<file path="src/sv/bfea_ram.sv">
// Generic single-write, single-read RAM with registered read data.
module bfea_ram #(
   parameter int unsigned WIDTH = 32,
   parameter int unsigned DEPTH = 64,
   parameter int unsigned AW    = (DEPTH > 1) ? $clog2(DEPTH) : 1
) (
   input  logic             clock,
   input  logic             wr_en,
   input  logic [AW-1:0]    wr_addr,
   input  logic [WIDTH-1:0] wr_data,
   input  logic             rd_en,
   input  logic [AW-1:0]    rd_addr,
   output logic [WIDTH-1:0] rd_data
);

   logic [WIDTH-1:0] mem_ff [DEPTH];
   logic [WIDTH-1:0] rd_data_ff;

   // Write one word; read one word, hold it while no read is issued
   always_ff @(posedge clock) begin
      if (wr_en) begin
         mem_ff[wr_addr] <= wr_data;
      end
      if (rd_en) begin
         rd_data_ff <= mem_ff[rd_addr];
      end
   end

   assign rd_data = rd_data_ff;

endmodule

</file>
<file path="config.mk">
export PLATFORM = sky130hd
export DESIGN_NAME = bfea_ram
export DESIGN_NICKNAME = d
export VERILOG_FILES = /design/src/sv/bfea_ram.sv
export SDC_FILE = /design/constraint.sdc
export NUM_CORES = 2
export LEC_CHECK = 0
export CAP_MARGIN = 40
export CORE_ASPECT_RATIO = 1.75
export CORE_MARGIN = 4
export CORE_UTILIZATION = 57
export CTS_CLUSTER_SIZE = 28
export DETAILED_ROUTE_END_ITERATION = 6
export DONT_BUFFER_PORTS = 1
export PLACE_DENSITY = 0.7
export SETUP_SLACK_MARGIN = 0.3
export SKIP_CTS_REPAIR_TIMING = 1
export SLEW_MARGIN = 30
export SYNTH_ARGS = -nofsm -noshare
export SYNTH_HDL_FRONTEND = slang
export SYNTH_SLANG_ARGS = --single-unit
export TNS_END_PERCENT = 1
</file>
<file path="constraint.sdc">
create_clock -name clock -period 3.7 [get_ports clock]
set_input_delay 0.185 -clock clock [delete_from_list [all_inputs] [get_ports clock]]
set_output_delay 0.185 -clock clock [all_outputs]
set_load 0.05 [all_outputs]
</file>
==> run_summary.xml <==
<?xml version="1.0" encoding="UTF-8"?>
<metrics>
  <group name="synthesis">
    <metric name="synthTopCellsByCount" unit="">sky130_fd_sc_hd__edfxtp_1 (2080), sky130_fd_sc_hd__mux4_2 (544), sky130_fd_sc_hd__nor2_1 (137)</metric>
    <metric name="synth_fp_nets" unit="">3371</metric>
    <metric name="synth_edf_count" unit="">2080</metric>
    <metric name="synth_top_area_share" unit="%">79.2</metric>
    <metric name="synth.most_common_cell" unit="">sky130_fd_sc_hd__edfxtp_1</metric>
    <metric name="synth-warning-count" unit="">0</metric>
    <metric name="synth_top_cells_by_area" unit="">sky130_fd_sc_hd__edfxtp_1 (79%), sky130_fd_sc_hd__mux4_2 (16%), sky130_fd_sc_hd__mux2i_1 (1.2%)</metric>
    <metric name="synth-seq-area-share" unit="%">79.2</metric>
    <metric name="synth_cell_types" unit="">33</metric>
    <metric name="post_synth.cell_area_avg" unit="um2">23.7</metric>
    <metric name="synthArstFlopShare" unit="%">0</metric>
    <metric name="synth_area" unit="um2">78800</metric>
    <metric name="netlist_instances" unit="">3324</metric>
    <metric name="netlist.top_cell.by_area" unit="">sky130_fd_sc_hd__edfxtp_1</metric>
    <metric name="synth.ff_latch_count" unit="">2080</metric>
    <metric name="yosys_most_used_dff" unit="">sky130_fd_sc_hd__edfxtp_1</metric>
  </group>
  <group name="power_and_ir_drop">
    <metric name="clock_power_share" unit="%">40.1</metric>
    <metric name="power_report.internal_total" unit="uW">37900</metric>
    <metric name="power_per_cell_area" unit="nW/um2">537</metric>
    <metric name="peakVddDrop" unit="V">0.000365</metric>
    <metric name="comb_power_share" unit="%">5.0</metric>
    <metric name="sequentialPowerShare" unit="%">54.9</metric>
    <metric name="p_leak" unit="uW">0.0276</metric>
    <metric name="switchingPower" unit="uW">9950</metric>
    <metric name="sw_frac_of_total" unit="%">20.8</metric>
  </group>
  <group name="cts">
    <metric name="cts_tree" unit="">built</metric>
    <metric name="cts_max_path_buffers" unit="">3</metric>
    <metric name="cts_made_buffers" unit="">173</metric>
    <metric name="cts_sinks" unit="">2080</metric>
    <metric name="cts-root-buf" unit="">sky130_fd_sc_hd__clkbuf_16</metric>
    <metric name="clkTransAtPathRegs" unit="ns">0.07</metric>
    <metric name="cts_htree_levels" unit="">4</metric>
    <metric name="worst_skew_pair.late_latency" unit="ns">0.81</metric>
  </group>
  <group name="place">
    <metric name="place.detailed.instances" unit="">5066</metric>
    <metric name="portBuffers" unit="">0</metric>
    <metric name="routabilityCongestion" unit="">0.873</metric>
    <metric name="hpwl" unit="um">112000</metric>
  </group>
  <group name="global_route">
    <metric name="globalRouteOverflowTotal" unit="">0</metric>
    <metric name="grt_antenna_before_repair" unit="">12</metric>
    <metric name="first_global_vias" unit="">37900</metric>
    <metric name="track_usage" unit="%">28.6</metric>
    <metric name="maximum_number_of_pins_on_one_net_before_global_route_repair" unit="">514</metric>
    <metric name="grt_pass1_wl" unit="um">286000</metric>
  </group>
  <group name="drt">
    <metric name="drt-wirelength-per-cell" unit="um">37.3</metric>
    <metric name="number_of_drc_violations_after_detailed_routing_iteration_0" unit="">5624</metric>
    <metric name="vias_per_std_cell" unit="">6.79</metric>
    <metric name="first_pass_iters" unit="">7</metric>
    <metric name="drcViolationCount" unit="">0</metric>
    <metric name="drt-total-wl" unit="um">204000</metric>
    <metric name="ant_nets" unit="">0</metric>
    <metric name="vias" unit="">37200</metric>
  </group>
  <group name="sta">
    <metric name="final.setup.tns" unit="ns">0</metric>
    <metric name="clock-skew-final" unit="ns">0.0231</metric>
    <metric name="final.period_utilization" unit="%">77.8</metric>
    <metric name="max_freq" unit="MHz">347</metric>
    <metric name="worstMarginPinSlew" unit="ns">0.939</metric>
    <metric name="final_number_of_hold_violating_endpoints" unit="">4</metric>
    <metric name="fin_worst_hold_slack" unit="ns">-0.0456</metric>
    <metric name="timing.max_slew.rel_slack" unit="%">37.2</metric>
    <metric name="timing_max_transition_violations_final" unit="">0</metric>
    <metric name="final_report_setup_violation_count" unit="">0</metric>
    <metric name="post-route-min-period" unit="ns">2.88</metric>
    <metric name="rsz0062_at_grt" unit="">no</metric>
  </group>
  <group name="critical_path">
    <metric name="critPathKind" unit="">in2reg</metric>
    <metric name="regToRegStartpoint" unit="">mem_ff[48][19]</metric>
    <metric name="worst_setup_path_startpoint" unit="">rd_addr[0]</metric>
    <metric name="crit_path_max_fanout" unit="">86</metric>
    <metric name="endpoint_kind" unit="">register</metric>
    <metric name="start_kind" unit="">primary input</metric>
    <metric name="worst_ep_arrival_time" unit="ns">3.41</metric>
    <metric name="worst_r2r_path_depth" unit="">5</metric>
    <metric name="required" unit="ns">4.23</metric>
  </group>
  <group name="die">
    <metric name="floorplan.die_area" unit="um2">145000</metric>
    <metric name="core_box_area" unit="um2">137000</metric>
    <metric name="floorplan.die.width" unit="um">289</metric>
    <metric name="die-height" unit="um">500</metric>
    <metric name="floorplan.io_pins" unit="">79</metric>
    <metric name="initial_utilization" unit="%">57.4</metric>
    <metric name="floorplan.rows" unit="">180</metric>
  </group>
  <group name="min_path">
    <metric name="holdPathStages" unit="">2</metric>
    <metric name="min-delay-path-class" unit="">in2reg</metric>
    <metric name="hold_start" unit="">rd_addr[3]</metric>
  </group>
  <group name="layout">
    <metric name="final-instance-count-excl-fill" unit="">5478</metric>
    <metric name="area_growth" unit="%">13.2</metric>
    <metric name="drive_gt1_share" unit="%">28.1</metric>
    <metric name="num-nets-final" unit="">3553</metric>
    <metric name="fill_cells" unit="">8590</metric>
  </group>
  <group name="run_status">
    <metric name="violations" unit="">hold timing</metric>
    <metric name="run_status" unit="">complete, but fails checks</metric>
  </group>
  <group name="job">
    <metric name="maxCapViolations" unit="">0</metric>
  </group>
</metrics>
==> sequential cells by signal, indices dropped and copies added, names as in the netlist <==
signal	flops
mem_ff	2048
rd_data	32
==> cell families (layout without fill, tap and decap cells) <==
| logic type | count (synthesis) | count (layout) | share of synthesized area, % |
|---|---|---|---|
| compound gates | 202 | 202 | 1.67 |
| other cells | 0 | 6 | 0 |
| flops | 2080 | 2080 | 79.2 |
| simple gates | 223 | 223 | 1.26 |
| buf+inv | 182 | 510 | 1.12 |
| mux | 637 | 637 | 16.7 |
==> power groups by stage <==
stage | Clock, uW | Combinational (uW) | Sequential (uW)
5_1_grt | 20400 | 2470 | 26300
2_1_floorplan | 0 | 1270 | 26800
4_1_cts | 19400 | 1600 | 26300
3_5_place_dp | 0 | 1590 | 26800
3_3_place_gp | 0 | 1510 | 26900
6_report | 19200 | 2390 | 26300
==> cell type report <==
cell class	count	area [um2]	area share [%]
Timing Repair Buffer	189	2530	2.84
Multi-Input combinational cell	1062	16000	17.9
Tap cell	1820	2280	2.55
Clock inverter	114	1410	1.58
Clock buffer	207	4540	5.09
Sequential cell	2080	62500	70.0
Antenna cell	6	15.0	0.0168
==> path summary, 6_finish.rpt <==
path	end	slack (ns)
worst max register to register	rd_data[19]	1.14
worst max-delay path	rd_data[19]	0.82
worst min register to register	rd_data[4]	0.90
worst min-delay path	rd_data[17]	-0.05
==> worst max-delay path: stages <==
cell and delay [ns]:
sky130_fd_sc_hd__buf_16 0.41, sky130_fd_sc_hd__buf_16 0.48, sky130_fd_sc_hd__mux4_2 0.59, sky130_fd_sc_hd__o22ai_1 0.52
sky130_fd_sc_hd__nor2_1 0.23, sky130_fd_sc_hd__a21oi_1 0.59, sky130_fd_sc_hd__nor2_1 0.10
==> placed cells by master (no fill, tap or decap), types with 4 or more instances in the layout <==
| master | count |
|---|---|
| sky130_fd_sc_hd__clkinv_8 | 4 |
| sky130_fd_sc_hd__buf_4 | 90 |
| sky130_fd_sc_hd__clkinvlp_4 | 6 |
| sky130_fd_sc_hd__mux4_2 | 544 |
| sky130_fd_sc_hd__clkinv_2 | 31 |
| sky130_fd_sc_hd__mux2i_1 | 93 |
| sky130_fd_sc_hd__dlygate4sd3_1 | 43 |
| sky130_fd_sc_hd__o32ai_1 | 4 |
| sky130_fd_sc_hd__nand3b_1 | 5 |
| sky130_fd_sc_hd__clkbuf_1 | 30 |
| sky130_fd_sc_hd__buf_12 | 4 |
| sky130_fd_sc_hd__o22ai_1 | 84 |
| sky130_fd_sc_hd__bufinv_16 | 29 |
| sky130_fd_sc_hd__clkbuf_16 | 177 |
| sky130_fd_sc_hd__o221ai_1 | 27 |
| sky130_fd_sc_hd__clkinv_1 | 29 |
| sky130_fd_sc_hd__nor2b_1 | 15 |
| sky130_fd_sc_hd__a22oi_1 | 12 |
| sky130_fd_sc_hd__a21oi_1 | 62 |
| sky130_fd_sc_hd__nor2_4 | 62 |
| sky130_fd_sc_hd__diode_2 | 6 |
| sky130_fd_sc_hd__clkinv_4 | 4 |
| sky130_fd_sc_hd__nor2_1 | 75 |
| sky130_fd_sc_hd__nand2_1 | 26 |
| sky130_fd_sc_hd__edfxtp_1 | 2080 |
| sky130_fd_sc_hd__inv_6 | 8 |
| sky130_fd_sc_hd__a311oi_1 | 5 |
| sky130_fd_sc_hd__buf_16 | 47 |
| sky130_fd_sc_hd__nand2b_1 | 6 |
| sky130_fd_sc_hd__a41o_1 | 4 |
| sky130_fd_sc_hd__nand3_1 | 5 |
| sky130_fd_sc_hd__nor3_1 | 5 |
| sky130_fd_sc_hd__and3_1 | 4 |
==> stage by stage <==
stage / cell area (um2) / total power [uW] / hold slack [ns] / util (%) / setup slack [ns]
2_1_floorplan: 78800 / 28100 / 0.284 / - / 0.355
3_3_place_gp: 81400 / 28400 / 0.291 / 59.3 / 0.780
3_5_place_dp: 81700 / 28400 / 0.291 / 59.5 / 1.09
4_1_cts: 87700 / 47300 / -0.574 / 63.8 / 1.19
5_1_grt: 89200 / 49200 / -0.0610 / 64.9 / 0.742
6_report: 89200 / 47900 / -0.0456 / 64.9 / 0.822
==> layer usage <==
layer / up-vias / part of all wire [%] / global-route usage, %
met5: - / 0.0064 / 0
met4: 2 / 6.5 / 14.8
met3: 459 / 9.0 / 5.18
met2: 2232 / 52 / 48.5
met1: 19900 / 32 / 35.4
li1: 14600 / - / -
Power figures use the tool's default switching activity.
